$ cat config.mk
export PLATFORM = sky130hd
export DESIGN_NAME = q8_block_dequantizer
export DESIGN_NICKNAME = d
export VERILOG_FILES = /design/src/design/q8bd_pkg.sv /design/src/design/q8_block_dequantizer.sv
export SDC_FILE = /design/constraint.sdc
export NUM_CORES = 1
export LEC_CHECK = 0
export ABC_AREA = 1
export BUFFER_PORTS_ARGS = -buffer_cell sky130_fd_sc_hd__buf_2
export CAP_MARGIN = 20
export CORE_UTILIZATION = 40
export DETAILED_ROUTE_END_ITERATION = 7
export SYNTH_ARGS = -nofsm -noshare
export SYNTH_HDL_FRONTEND = slang
export SYNTH_SLANG_ARGS = --single-unit
export TNS_END_PERCENT = 10
$ cat constraint.sdc
create_clock -name i_clk -period 8.6 [get_ports i_clk]
set_input_delay 1.29 -clock i_clk [delete_from_list [all_inputs] [get_ports i_clk]]
set_output_delay 1.29 -clock i_clk [all_outputs]
set_load 0.05 [all_outputs]
$ cat src/design/q8bd_pkg.sv
// ----------------------------------------------------------------------------
// q8bd_pkg
// Constants and helper functions of the 8-bit block dequantizer.
// ----------------------------------------------------------------------------
package q8bd_pkg;

    localparam int unsigned BLOCK_BYTES    = 34;
    localparam int unsigned MAX_ROW_BLOCKS = 4096;
    localparam int unsigned CFG_W          = 13;
    localparam logic [7:0]  EXP_BIAS_DIFF  = 8'd112;   // 127 - 15
    localparam logic [31:0] QNAN_DEFAULT   = 32'h7FC0_0000;

    // Register indexes
    localparam logic [0:0]  REG_BLOCKS_PER_ROW = 1'b0;

    // Widen a half-precision value to single precision.
    function automatic logic [31:0] widen_half(input logic [15:0] h);
        logic        s;
        logic [4:0]  ex;
        logic [9:0]  man;
        logic [3:0]  lz;
        logic [10:0] m;
        logic [7:0]  e;
        logic [31:0] res;
        s   = h[15];
        ex  = h[14:10];
        man = h[9:0];
        lz  = 4'd0;
        for (int i = 0; i < 10; i++) begin
            if (man[i]) begin
                lz = 4'(9 - i);
            end
        end
        m = 11'(man) << (lz + 4'd1);
        e = EXP_BIAS_DIFF + 8'd1 - 8'(lz) - 8'd1;
        if (ex == 5'd0) begin
            if (man == 10'd0) begin
                res = {s, 31'd0};
            end else begin
                res = {s, e, m[9:0], 13'd0};
            end
        end else if (ex == 5'h1F) begin
            res = {s, 8'hFF, man, 13'd0};
        end else begin
            res = {s, 8'(ex) + EXP_BIAS_DIFF, man, 13'd0};
        end
        return res;
    endfunction

endpackage

$ cat src/design/q8_block_dequantizer.sv
// ----------------------------------------------------------------------------
// q8_block_dequantizer
// Turns 34-byte blocks (half scale plus 32 int8 quants) into single words.
// ----------------------------------------------------------------------------
//  channel | signals                                  | direction
//  input   | i_valid, o_stall, i_data_byte            | in
//  output  | o_valid, i_stall, o_value_bits, flags    | out
//  config  | APB psel/penable/pwrite/paddr/pwdata      | in
//
// One byte per cycle is accepted while o_stall is low; each quant byte's result
// registers in the next cycle. The byte and held scale feed one 24-bit by 8-bit multiply
// and a normalize step into the result register. A stalled result holds and stalls
// the input only while the result register is full. Reset clears all control state.
module q8_block_dequantizer #(
    parameter int unsigned MAX_ROW_BLOCKS = q8bd_pkg::MAX_ROW_BLOCKS
) (
    input  logic        i_clk,
    input  logic        i_rst_n,
    input  logic        i_valid,
    output logic        o_stall,
    input  logic [7:0]  i_data_byte,
    output logic        o_valid,
    input  logic        i_stall,
    output logic [31:0] o_value_bits,
    output logic [4:0]  o_element_index,
    output logic        o_last_of_block,
    output logic        o_last_of_row,
    input  logic        psel,
    input  logic        penable,
    input  logic        pwrite,
    input  logic [2:0]  paddr,
    input  logic [31:0] pwdata,
    output logic [31:0] prdata,
    output logic        pready
);
    localparam int unsigned BIR_W = (MAX_ROW_BLOCKS > 1) ? $clog2(MAX_ROW_BLOCKS) : 1;
    localparam int unsigned LIM_W = $clog2(MAX_ROW_BLOCKS + 1);

    logic [q8bd_pkg::CFG_W-1:0] r_blocks_per_row;
    logic [5:0]  r_byte_position, n_byte_position;
    logic [7:0]  r_scale_low;
    logic [31:0] r_scale, n_scale;
    logic [BIR_W-1:0] r_block_in_row, n_block_in_row;
    logic        r_valid;
    logic        accept, emit;
    logic [LIM_W-1:0] limit;
    logic        last_blk, last_row;
    logic [31:0] value;

    assign pready  = 1'b1;
    assign prdata  = {{(32-q8bd_pkg::CFG_W){1'b0}}, r_blocks_per_row};
    assign o_stall = r_valid && i_stall;
    assign accept  = i_valid && !o_stall;
    assign o_valid = r_valid;

    // Clamp the row length.
    always_comb begin
        if (r_blocks_per_row == '0) begin
            limit = LIM_W'(1);
        end else if (32'(r_blocks_per_row) > MAX_ROW_BLOCKS) begin
            limit = LIM_W'(MAX_ROW_BLOCKS);
        end else begin
            limit = LIM_W'(r_blocks_per_row);
        end
    end

    // Advance the block position.
    always_comb begin
        logic [5:0] pos;
        pos = (r_byte_position >= 6'(q8bd_pkg::BLOCK_BYTES)) ? 6'd0 : r_byte_position;
        n_scale         = r_scale;
        n_block_in_row  = r_block_in_row;
        last_blk        = (pos == 6'(q8bd_pkg::BLOCK_BYTES - 1));
        last_row        = 1'b0;
        emit            = (pos > 6'd1);
        n_byte_position = pos + 6'd1;
        if (pos == 6'd1) begin
            n_scale = q8bd_pkg::widen_half({i_data_byte, r_scale_low});
        end
        if (last_blk) begin
            n_byte_position = 6'd0;
            if (32'(r_block_in_row) + 32'd1 >= 32'(limit)) begin
                last_row       = 1'b1;
                n_block_in_row = '0;
            end else begin
                n_block_in_row = r_block_in_row + BIR_W'(1);
            end
        end
    end

    // Multiply the scale by the quant and normalize.
    always_comb begin
        logic       qneg, sgn;
        logic [7:0] qmag, ex;
        logic [31:0] m;
        logic [2:0] top;
        qneg = i_data_byte[7];
        qmag = qneg ? (8'd0 - i_data_byte) : i_data_byte;
        sgn  = r_scale[31] ^ qneg;
        ex   = r_scale[30:23];
        m    = 32'({1'b1, r_scale[22:0]}) * 32'(qmag);
        top  = 3'd0;
        for (int i = 1; i < 8; i++) begin
            if (m[23+i]) begin
                top = 3'(i);
            end
        end
        if (ex == 8'hFF) begin
            if (r_scale[22:0] != '0) begin
                value = r_scale | 32'h0040_0000;
            end else if (qmag == 8'd0) begin
                value = q8bd_pkg::QNAN_DEFAULT;
            end else begin
                value = {sgn, 8'hFF, 23'd0};
            end
        end else if (qmag == 8'd0 || r_scale[30:0] == '0) begin
            value = {sgn, 31'd0};
        end else begin
            m     = m >> top;
            value = {sgn, ex + 8'(top), m[22:0]};
        end
    end

    // Hold state and the result register.
    always_ff @(posedge i_clk) begin
        if (!i_rst_n) begin
            r_blocks_per_row <= q8bd_pkg::CFG_W'(1);
            r_byte_position  <= '0;
            r_scale_low      <= '0;
            r_scale          <= '0;
            r_block_in_row   <= '0;
            r_valid          <= 1'b0;
        end else begin
            if (psel && penable && pwrite && paddr[2] == q8bd_pkg::REG_BLOCKS_PER_ROW
                && paddr[1:0] == 2'd0) begin
                r_blocks_per_row <= pwdata[q8bd_pkg::CFG_W-1:0];
            end
            if (r_valid && !i_stall) begin
                r_valid <= 1'b0;
            end
            if (accept) begin
                r_byte_position <= n_byte_position;
                r_scale         <= n_scale;
                r_block_in_row  <= n_block_in_row;
                if (n_byte_position == 6'd1) begin
                    r_scale_low <= i_data_byte;
                end
                if (emit) begin
                    r_valid <= 1'b1;
                end
            end
        end
    end

    // Load the result payload.
    always_ff @(posedge i_clk) begin
        if (accept && emit) begin
            o_value_bits    <= value;
            o_element_index <= 5'(r_byte_position - 6'd2);
            o_last_of_block <= last_blk;
            o_last_of_row   <= last_row;
        end
    end

endmodule

# Word level (Yosys, flattened, before mapping)
# Index checks and enable logic that the tools add are counted.
classes:
  add_sub_neg: 10
  mul: 1
  div_mod_pow: 0
  order_cmp: 4
  eq_ne: 5
  n_shift: 2
  muxes: 35
  bitwise: 2
  reduce_logical: 21
ops:
  columns: ["cell", "n"]
  rows:
  - ["two-way mux 31 bit", 4]
  - ["two-way mux 32 bit", 3]
  - ["two-way mux 4 bit", 11]
  - ["multiplier 24 x 8 -> 32 bit", 1]
  - [">> shifter 32 x 3 -> 23 bit", 1]
  - ["logical NOT 31 bit", 1]
  - ["two-way mux 13 bit", 2]
  - ["nonzero test 23 bit", 1]
  - ["two-way mux 3 bit", 6]
  - ["adder 12 x 1 -> 13 bit (second input constant)", 1]
  - [">= comparator 13 bit", 1]
  - ["greater-than comparator 13 bit (second input constant)", 1]
  - ["logical NOT 13 bit", 1]
  - ["adder 12 x 1 -> 12 bit (second input constant)", 1]
  - ["== test 6 x 1 -> 1 bit (second input constant)", 2]
  - ["two-way mux 12 bit", 1]
  - ["two-way mux 6 bit", 2]
  - ["logical NOT 10 bit", 1]
  - ["left shift 10 x 4 -> 10 bit", 1]
  - ["adder 5 x 7 -> 8 bit (second input constant)", 1]
  - ["adder 8 x 3 -> 8 bit", 1]
  - ["== test 8 bit (second input constant)", 1]
  - ["logical AND 1 bit", 8]
  - ["logical NOT 8 bit", 1]
  - ["other kinds (19)", 26]
word_totals:
  register_bits: 111
  latch_bits: 0
  ramBits: 0
  mem_bits_ro: 0
  elab_cells: 90
  n_memories: 0

# Depth between registers and ports, before layout
# Gate-level depths: netlist (run 1).
logic_depth:
  depth_word: 15
  depth_mapped: 37
  depth_no_buf: 37

# Worst setup path after synthesis (run 1)
# OpenSTA, ideal clock, no wires.
synth_timing:
  path_type: "input -> register"
  from: "in i_data_byte[0]"
  to: "reg o_value_bits[27] (data pin)"
  arrival_time_ps: 6802
  required_time_ps: 8333
  path_slack_ps: 1530
  path_stages: 34
  n_path_buf: 1
  path_cell_list: "inv_1 > ha_1 > inv_1 > o21ai_1 > or2_1 > nand2_2 > inv_1 > nor2_1 > fa_1 > inv_1 > fa_1 > inv_1 > fa_1 > inv_1 > fa_1 > inv_1 > ha_1 > nand2_1 > inv_1 > a21oi_1 > nand2_1 > nand2_1 > nand2_1 > nand2_1 > nand2_2 > inv_1 > nand2_2 > o21ai_4 > inv_4 > buf_6 > fa_1 > o22ai_1 > xor2_1 > o21ai_0"
synth_via:
  elab_chain_cells: 13
  elab_cells_between_ends: 15
  classes_between: "add/sub (2); mul (1); mux (10); reduce/logical (2)"
synth_lines:
  columns: ["item", "line", "text"]
  rows:
  - ["start: declaration", "q8_block_dequantizer.sv:21", "input logic [7:0] i_data_byte,"]
  - ["subtractor 1 x 8 -> 8 bit", "q8_block_dequantizer.sv:98", "qmag = qneg ? (8'd0 - i_data_byte) : i_data_byte;"]
  - ["two-way mux 8 bit (*)", "q8_block_dequantizer.sv:98", null]
  - ["multiplier 24 x 8 -> 32 bit", "q8_block_dequantizer.sv:101", "m = 32'({1'b1, r_scale[22:0]}) * 32'(qmag);"]
  - ["two-way mux 1 bit", "q8_block_dequantizer.sv:104", "if (m[23+i]) begin"]
  - ["two-way mux 3 bit (6 in series)", "q8_block_dequantizer.sv:104", null]
  - ["adder 8 x 3 -> 8 bit", "q8_block_dequantizer.sv:120", "value = {sgn, ex + 8'(top), m[22:0]};"]
  - ["two-way mux 31 bit (*)", "q8_block_dequantizer.sv:116", "end else if (qmag == 8'd0 || r_scale[30:0] == '0) begin"]
  - ["two-way mux 32 bit (*)", "q8_block_dequantizer.sv:108", "if (ex == 8'hFF) begin"]
  - ["named net value[27]", "q8_block_dequantizer.sv:48", "logic [31:0] value;"]
  - ["end signal: assignment", "q8_block_dequantizer.sv:158", "o_value_bits <= value;"]
  - ["end: declaration", "q8_block_dequantizer.sv:24", "output logic [31:0] o_value_bits,"]
# The timed path passes the listed nets; every way through them passes the cells marked *.
# A chain may end at the register's enable or synchronous reset.

# Worst setup path in the final report (run 1)
layout_timing:
  from: "in i_data_byte[1]"
  to: "reg o_value_bits[27] (data pin)"
# The elaborated chain is that of the path after synthesis.

==> results.md, run 1 <==
* Outcome: complete, no violations
* Worst slew pin tran at 1040 ps
* First-pass GRT wire length at 36.4 mm
* Placer Congestion at slightly above 0.9
* CP startpoint kind: input port
* Max incr delay on CP at about 530 ps
* Synth Cell Area at around 0.0089 sq mm
* RSZ-0062 raised after global routing: false
* WL final at 22.2 mm
* Htree depth at 3
* Max_slew headroom at a little under a third
* Area grow syn2layout at 9.38%
* Seq cells post-synth at 91
* # setup viols final at 0
* FILL cells at 2329
* Largest net degree at the start of global routing at 32
* Root Buffer: clkbuf_16
* TNS Setup at 0 ps
* Final WS setup at roughly 1100 ps
* Critical path class: in -> reg
* Final Hold Fails at 0
* Maximum fanout along the worst path at 8
* Mean Syn Cell Area at 7.10 sq um
* Die Span X at 151 microns
* Clk_lat worst skew at 340 ps
* Ys async rst share at 0%
* Core area at 0.0219 sq mm
* IO Pins at between 100 and 150
* Max clock buf depth at 2
* Max-Cap Viols at 0
* Worst slack, placed at 783 ps
* Drt via density at 4.96
* Sequential area share after synthesis at 24.1%
* Vias in the first global route at between 7000 and 8000
* Pins Over Slew Limit at 0
* Tmin final at between 7000 and 8000 ps
* CTS clk-pin slew, worst paths at 70 ps
* Hold crit path type: reg -> reg
* Vias at 7964
* Area of the die at around 0.023 sq mm
* Post-route ant nets at 0
* Synth cell types at 50
* Fmax at around 130 MHz
* Setup Fix Bufs, Post-CTS at 0
* Antenna violations before repair at 1
* Final HPWL DP at around 18 mm
* Nets at 1489
* Top FF cell, synth: dfxtp_1
* Die Ht at about 150 microns
* Tot GR Track Use at 20.1%
* FF+latch area at 0.00215 sq mm
* # hold bufs at CTS at 0
* Wire length per cell at 13.9 microns
* Initial DRC Count at 447
* Most used cell, CP: inv_1
* Ant. Diodes at 0
* Pre-antenna DRT Iters at 5
* Port Buffers at slightly below 80
* Max IR drop VDD at around 0.089 mV
* DRC violations left at 0
* Std-Cell Rows at 54
* Gr ovfl total at 0
* CTS buffer count at 9
* CTS tree: built
* Post-synth EDFFs at 33
* Syn Inst Count at about 1300
* Lkg Pwr at 4.81 nW
* Clock Sinks at 91
* Multi-input logic area at 0.00569 sq mm
* Share of cells above drive strength 1 at between 10% and 20%
* Crit share post-route at 87.2%
* Final Skew at 6.92 ps
* CP Data Required Time at 8680 ps
* Initial Util at 40.8%
* PwrDens at roughly 170 mW/mm^2
* WP data arrival at approximately 7600 ps
* Crit path capture type: flip-flop
* Crit path max-delay cell type: fa_1
* Resized Gates After CTS at 0
* Synth Warn # at 0
-- critical path: cells and delay by family --
kind / cells / cell delay (ps)
XOR/XNOR: 1 / 160
AO/OA/AOI/OAI: 4 / 680
adder cells (fa/ha/maj): 8 / 3230
AND/OR/NAND/NOR: 11 / 1130
buffers and inverters: 11 / 1050
-- worst paths after layout --
| kind | endpoint | slack, ps | cells after the start | from |
|---|---|---|---|---|
| max | o_value_bits[27] | 1100 | 35 | i_data_byte[1] |
| min | r_blocks_per_row[8] | 500 | 2 | r_blocks_per_row[8] |
| max reg2reg | o_value_bits[30] | 2610 | 24 | r_scale[20] |
| min reg2reg | r_blocks_per_row[8] | 500 | 2 | r_blocks_per_row[8] |
-- cells in the mapped netlist, types with 2 or more instances --
| library cell | instances | area (sq um) |
|---|---|---|
| nand2_1 | 289 | 1080 |
| inv_1 | 214 | 803 |
| nor2_1 | 111 | 417 |
| nand3_1 | 100 | 500 |
| a21oi_1 | 77 | 385 |
| ha_1 | 64 | 801 |
| dfxtp_1 | 58 | 1160 |
| o21ai_0 | 58 | 290 |
| fa_1 | 54 | 1080 |
| edfxtp_1 | 33 | 991 |
| buf_4 | 27 | 203 |
| xor2_1 | 22 | 193 |
| clkbuf_1 | 18 | 67.6 |
| nor3_1 | 14 | 70.1 |
| nand4_1 | 11 | 68.8 |
| nand2_2 | 9 | 56.3 |
| inv_2 | 8 | 30.0 |
| nor4_1 | 8 | 50.1 |
| o211ai_1 | 8 | 60.1 |
| o21ai_1 | 8 | 40.0 |
| a31oi_1 | 5 | 31.3 |
| buf_2 | 5 | 25.0 |
| nor2_4 | 5 | 56.3 |
| xnor2_1 | 5 | 43.8 |
| a211oi_1 | 4 | 30.0 |
| a22oi_1 | 4 | 30.0 |
| nand2_4 | 4 | 45.0 |
| buf_6 | 3 | 33.8 |
| nand3_2 | 3 | 30.0 |
| o211ai_2 | 3 | 37.5 |
| and2_1 | 2 | 12.5 |
| buf_8 | 2 | 30.0 |
| conb_1 | 2 | 7.51 |
| nor2_2 | 2 | 12.5 |
| o31ai_1 | 2 | 15.0 |
| or2_1 | 2 | 12.5 |
| or2_2 | 2 | 12.5 |
-- report_power, final --
part | internal [W] | total [W] | switching (W)
clock | 0.000257 | 0.000431 | 0.000174
combinational | 0.000206 | 0.000741 | 0.000535
sequential | 0.000508 | 0.000537 | 0.0000290
total | 0.000971 | 0.00171 | 0.000738
-- layout make-up --
cell class | instances | area share, %
well taps | 280 | 3.58
clock inverters | 7 | 1.01
flip-flops and latches | 91 | 22.0
inverters | 224 | 8.62
multi-input cells | 913 | 58.2
repair buffers | 82 | 4.30
clock buffers | 9 | 2.30
-- cell families (layout without fill, tap and decap cells) --
logic type               Yosys count  in the layout  share of synthesized area (%)
AND/OR/NAND/NOR                  565            565                           27.5
buffers and inverters            279            322                           13.4
AO/OA/AOI/OAI                    176            176                           11.0
adder cells (fa/ha/maj)          118            118                           21.0
flip-flops                        91             91                           24.1
XOR/XNOR                          28             28                           2.83
other                              2             26                         0.0840
-- per-stage QoR --
step / cells / hold slack, ps / power (W) / cell area [sq um] / utilization (%)
after floorplan: 1283 / 448 / 0.00114 / 9030 / -
after global placement: 1590 / 489 / 0.00128 / 9450 / 43.2
after detailed placement: 1590 / 485 / 0.00129 / 9450 / 43.2
after CTS: 1606 / 496 / 0.00172 / 9780 / 44.7
after global routing: 1606 / 524 / 0.00184 / 9780 / 44.7
final: 1606 / 498 / 0.00171 / 9780 / 44.7
-- flip-flops by register name (all words and copies together) (netlist names) --
| register | flops |
|---|---|
| o_value_bits | 26 |
| r_scale | 18 |
| r_blocks_per_row | 13 |
| r_block_in_row | 12 |
| r_scale_low | 8 |
| r_byte_position | 6 |
| o_element_index | 5 |
| o_last_of_block | 1 |
| o_last_of_row | 1 |
| o_valid | 1 |
-- cells in the final DEF, fill, tap and decap left out, types with 2 or more instances in the layout --
master     synthesis  final
inv_2              8      8
and2_1             2      2
nor2_4             5      5
nand2_4            4      4
bufinv_16          0      2
xor2_1            22     22
inv_1            214    214
nor2_2             2      2
inv_6              0      2
o21ai_1            8      8
ha_1              64     64
fa_1              54     54
nand3_1          100    100
nand2_1          289    289
o211ai_2           3      3
clkbuf_16          0      9
a211oi_1           4      3
o31ai_1            2      2
dfxtp_1           58     58
or2_1              2      2
nor2_1           111    111
o21ai_0           58     58
nor3_1            14     14
a31oi_1            5      5
nand4_1           11     11
a22oi_1            4      4
buf_4             27      4
nand3_2            3      3
nor4_1             8      8
nand2_2            9      9
a21oi_1           77     77
o211ai_1           8      8
conb_1             2     26
edfxtp_1          33     33
xnor2_1            5      5
or2_2              2      2
buf_2              5     78
-- routing by layer --
layer,up-vias,global-route usage (%),wire (microns)
li1,4084,-,-
met5,-,0,13
met3,30,3.14,810
met4,2,4.90,329
met2,187,32.0,9910
met1,3661,28.4,11200
Note: power is estimated with default switching activity, not from simulation.
==> inputs of run 2 (changes only) <==
- CTS_BUF_LIST: unset -> sky130_fd_sc_hd__clkbuf_8
==> results.md, run 2 (synthesis gave the netlist of run 1 again) <==
* Port Buffers at 78
* Final HPWL DP at roughly 18 mm
* # setup viols final at 0
* Initial DRC Count at 476
* DRC violations left at 0
* Final Skew at 8.17 ps
* Final Hold Fails at 0
* Largest net degree at the start of global routing at 32
* Pins Over Slew Limit at 0
* CP startpoint kind: input port
* Worst slew pin tran at 1020 ps
* Hold path start: r_block_in_row[11]
* Max IR drop VDD at approximately 0.067 mV
* Max FFs per register at 26
* Lkg Pwr at 4.76 nW
* Biggest regs: o_value_bits x26, r_scale x18, r_blocks_per_row x13
* Area grow syn2layout at 8.24%
* Max clock buf depth at 2
* PwrDens at between 150 and 200 mW/mm^2
* CTS clk-pin slew, worst paths at 100 ps
* RR Endpoint: o_value_bits[30]
* Share of cells above drive strength 1 at 10.6%
* Wire length per cell at 13.8 microns
* Vias in the first global route at 7396
* Htree depth at 3
* Placer Congestion at 0.922
* Tmin final at 7450 ps
* Setup Fix Bufs, Post-CTS at 0
* Gr ovfl total at 0
* TNS Setup at 0 ps
* Outcome: complete, no violations
* Root Buffer: clkbuf_8
* Most frequent cells in the layout: nand2_1, inv_1, nor2_1
* Crit path capture type: flip-flop
* Pre-antenna DRT Iters at 5
* WL final at 22.1 mm
* Register name with the most flops: o_value_bits
* Reg2reg start: r_scale[20]
* Commonest non-fill, non-tap cell in the layout: nand2_1
* Initial Util at roughly 41%
* Core area at 0.0219 sq mm
* Die Ht at 151 microns
* Fmax at 134 MHz
* Nets at 1489
* Post-route ant nets at 0
* Critical path class: in -> reg
* Ant. Diodes at 0
* RSZ-0062 raised after global routing: false
* Worst Hold Path EP: r_block_in_row[11]
* Max_slew headroom at 31.7%
* Vias at 7956
* Drt via density at between 4 and 5
* WP data arrival at between 7000 and 8000 ps
* Crit share post-route at between 80% and 90%
* Area of the die at between 0.02 and 0.025 sq mm
* Worst hold stages at 2
* Final Hold Slack at between 500 and 600 ps
* R2r setup slk at ~2600 ps
* CTS tree: built
* Maximum fanout along the worst path at 8
* Max incr delay on CP at 530 ps
* Antenna violations before repair at 1
* Crit path max-delay cell type: fa_1
* Std-Cell Rows at 54
* Die Span X at 151 microns
* Resized Gates After CTS at 0
* Clk_lat worst skew at 370 ps
* Most used cell, CP: inv_1
* Tot GR Track Use at 20.1%
* Hold crit path type: reg -> reg
* CTS buffer count at 9
* # hold bufs at CTS at 0
* CP Data Required Time at 8720 ps
* Clock Sinks at 91
* Max-Cap Viols at 0
* R2R cell count at 24
* First-pass GRT wire length at 36.2 mm
* IO Pins at 124
-- run 2: cell counts in the layout (fill, tap and decap cells not counted) --
Identical to the previous run, type by type.
-- run 2: cell type report --
class,count,area [sq um]
well taps,280,350
clock buffers,9,124
fillers,2340,12200
inverters,224,843
multi-input cells,913,5690
repair buffers,82,420
flip-flops and latches,91,2150
clock inverters,7,98.8
-- run 2: how the worst max path moves through the flow --
stage | start | end | cells after the start
after detailed placement | i_data_byte[1] | o_value_bits[27] | 35
final | i_data_byte[1] | o_value_bits[27] | 35
after CTS | i_data_byte[1] | o_value_bits[27] | 35
after floorplan | i_data_byte[0] | o_value_bits[27] | 34
after global placement | i_data_byte[1] | o_value_bits[27] | 35
after global routing | i_data_byte[1] | o_value_bits[30] | 35
-- run 2: per-stage QoR --
| step | util [%] | cell area, sq um | cells | worst slack (ps) | total power (W) |
|---|---|---|---|---|---|
| 2_1_floorplan | - | 9030 | 1283 | 1530 | 0.00114 |
| 3_5_place_dp | 43.2 | 9450 | 1590 | 783 | 0.00129 |
| 4_1_cts | 44.2 | 9680 | 1606 | 1180 | 0.00162 |
| 5_1_grt | 44.2 | 9680 | 1606 | 611 | 0.00173 |
| 6_report | 44.2 | 9680 | 1606 | 1150 | 0.00160 |
| 3_3_place_gp | 43.2 | 9450 | 1590 | 813 | 0.00128 |
-- run 2: report_power, final --
group          total [W]  internal [W]  leakage [nW]  switching [W]
Clock           0.000329      0.000165         0.106       0.000163
Sequential      0.000537      0.000508         0.788      0.0000289
Combinational   0.000739      0.000206          3.87       0.000534
Total            0.00160      0.000879          4.76       0.000726
-- run 2: worst max-delay path: cells and delay by family --
| family | cells | cell delay, ps |
|---|---|---|
| AND/OR/NAND/NOR | 11 | 1130 |
| buffers and inverters | 11 | 1060 |
| adder cells (fa/ha/maj) | 8 | 3230 |
| AO/OA/AOI/OAI | 4 | 680 |
| XOR/XNOR | 1 | 160 |
-- run 2: metal layers --
| layer | up-vias | global-route usage [%] | part of all wire (%) |
|---|---|---|---|
| li1 | 4077 | - | - |
| met1 | 3624 | 28.4 | 49 |
| met2 | 219 | 31.7 | 44 |
| met3 | 34 | 3.05 | 4.6 |
| met4 | 2 | 5.20 | 1.6 |
| met5 | - | 0 | 0.059 |
==> inputs of run 3 (changes only) <==
- CORE_MARGIN: unset -> 2
==> results.md, run 3 (synthesis gave the netlist of run 1 again) <==
* Outcome: complete, no violations
* Crit path max-delay cell type: fa_1
* Ant. Diodes at 0
* Placed Area at 0.00946 sq mm
* CP startpoint kind: input port
* WP data arrival at approximately 7600 ps
* Max incr delay on CP at 530 ps
* Logic gate share of total power at 46.4%
* Area of the die at 0.0236 sq mm
* Vias at 8044
* Max_slew headroom at 47.9%
* Largest net degree at the start of global routing at 32
* Initial Util at 40.8%
* CTS clk-pin slew, worst paths at approximately 90 ps
* Htree depth at 3
* Post-route ant nets at 0
* Buf+Inv Stages, Crit Path at 11
* Max clock buf depth at 2
* Final HPWL DP at 17.9 mm
* WL final at 22.4 mm
* FILL cells at 2320
* Top delay family on crit path: adder cells
* Final Instance Count excl. Fillers at 1608
* Placer Congestion at 0.917
* Sw power at 0.000719 W
* Vias in the first global route at about 7600
* Biggest regs: o_value_bits x26, r_scale x18, r_blocks_per_row x13
* Maximum fanout along the worst path at 8
* Tot GR Track Use at between 10% and 20%
* Setup Fix Bufs, Post-CTS at 0
* IO Pins at 124
* Clk_lat worst skew at around 370 ps
* Worst slew pin tran at 778 ps
* DRC violations left at 0
* Drt via density at roughly 5
* R2r setup slk at 2630 ps
* CTS tree: built
* Gr ovfl total at 0
* Hold crit path type: reg -> reg
* Area grow syn2layout at 8.40%
* Most used cell, CP: inv_1
* RSZ-0062 raised after global routing: false
* Final Hold Fails at 0
* Initial DRC Count at 563
* First-pass GRT wire length at 37.7 mm
* Final instance area at 0.00969 sq mm
* Register name with the most flops: o_value_bits
* Commonest non-fill, non-tap cell in the layout: nand2_1
* Share of cells above drive strength 1 at 10.5%
* Pre-antenna DRT Iters at 7
* Core area at roughly 0.022 sq mm
* Crit path capture type: flip-flop
* Std-Cell Rows at 54
* TNS Setup at 0 ps
* P_int at between 0.0008 and 0.0009 W
* Antenna violations before repair at 1
* # hold bufs at CTS at 0
* CTS buffer count at 9
* Resized Gates After CTS at 0
* Critical path class: in -> reg
* CP Data Required Time at 8710 ps
* Die Ht at approximately 150 microns
* Final Skew at around 9.7 ps
* Die Span X at 153 microns
* Most frequent cells in the layout: nand2_1, inv_1, nor2_1
* Max FFs per register at 26
* Sw Share at 45.0%
* Max-Cap Viols at 0
* Port Buffers at just under 80
* Nets at 1491
* Max IR drop VDD at roughly 0.074 mV
* Seq pwr share at between 30 and 40%
* Fmax at 134 MHz
* Clock Sinks at 91
* Pins Over Slew Limit at 0
* PwrDens at approximately 160 mW/mm^2
* Lkg Pwr at 4.78 nW
* Crit share post-route at around 87%
* Cells after DPL at 1591
* # setup viols final at 0
* Wire length per cell at 13.9 microns
* Root Buffer: clkbuf_8
* Clock Power Share at 20.0%
* Tmin final at between 7000 and 8000 ps
[run 3: cell types whose count changed in the layout (fill, tap and decap cells not counted)]
| cell | change |
|---|---|
| clkinv_1 | +2 |
| buf_4 | +1 |
| buf_8 | +1 |
| clkinv_2 | +1 |
| clkinv_4 | -1 |
| clkinvlp_2 | -1 |
| clkinvlp_4 | -1 |
[run 3: final timing paths]
check | from | endpoint | cells after the start
worst min-delay path | r_block_in_row[8] | r_block_in_row[8] | 2
worst min register to register | r_block_in_row[8] | r_block_in_row[8] | 2
worst max register to register | r_scale[21] | o_value_bits[27] | 24
worst max-delay path | i_data_byte[1] | o_value_bits[27] | 35
[run 3: worst reg2reg max path, stage by stage (launching register included)]
cell	delay, ps
dfxtp_1	620
nand2_1	160
fa_1	560
inv_1	50
fa_1	460
fa_1	550
inv_1	50
fa_1	540
inv_1	50
ha_1	380
a21oi_1	240
nand2_1	100
a21oi_1	230
nand3_2	160
nand2_4	120
nor2_4	50
nand2_4	100
nand2_4	50
inv_2	120
ha_1	190
inv_1	50
fa_1	390
o22ai_1	240
xor2_1	170
o21ai_0	90
[run 3: final cells by class]
type | count | area [sq um] | share of cell area (%)
well taps | 280 | 350 | 3.62
flip-flops and latches | 91 | 2150 | 22.2
multi-input cells | 913 | 5690 | 58.7
clock buffers | 9 | 124 | 1.28
repair buffers | 84 | 443 | 4.57
clock inverters | 7 | 90.1 | 0.930
inverters | 224 | 843 | 8.70
[run 3: power groups by stage]
stage,sequential (W),combinational [W],clock [W]
floorplan,0.000645,0.000494,0
global placement,0.000547,0.000733,0
detailed placement,0.000547,0.000737,0
CTS,0.000537,0.000740,0.000331
global route,0.000543,0.000827,0.000348
finish,0.000537,0.000742,0.000319
[run 3: through the flow]
stage / hold slack, ps / util [%] / setup WS (ps) / power (W)
floorplan: 448 / - / 1530 / 0.00114
global placement: 489 / 43.2 / 824 / 0.00128
detailed placement: 493 / 43.2 / 790 / 0.00128
CTS: 506 / 44.2 / 1170 / 0.00161
global route: 538 / 44.3 / 662 / 0.00172
finish: 503 / 44.3 / 1130 / 0.00160
[run 3: routing by layer]
layer | vias to the layer above | GRT usage (%) | wire, microns
met1 | 3710 | 27.7 | 11000
met2 | 219 | 30.7 | 9890
met3 | 27 | 3.33 | 1120
met4 | 2 | 3.89 | 304
met5 | - | 0 | 13
li1 | 4086 | - | -
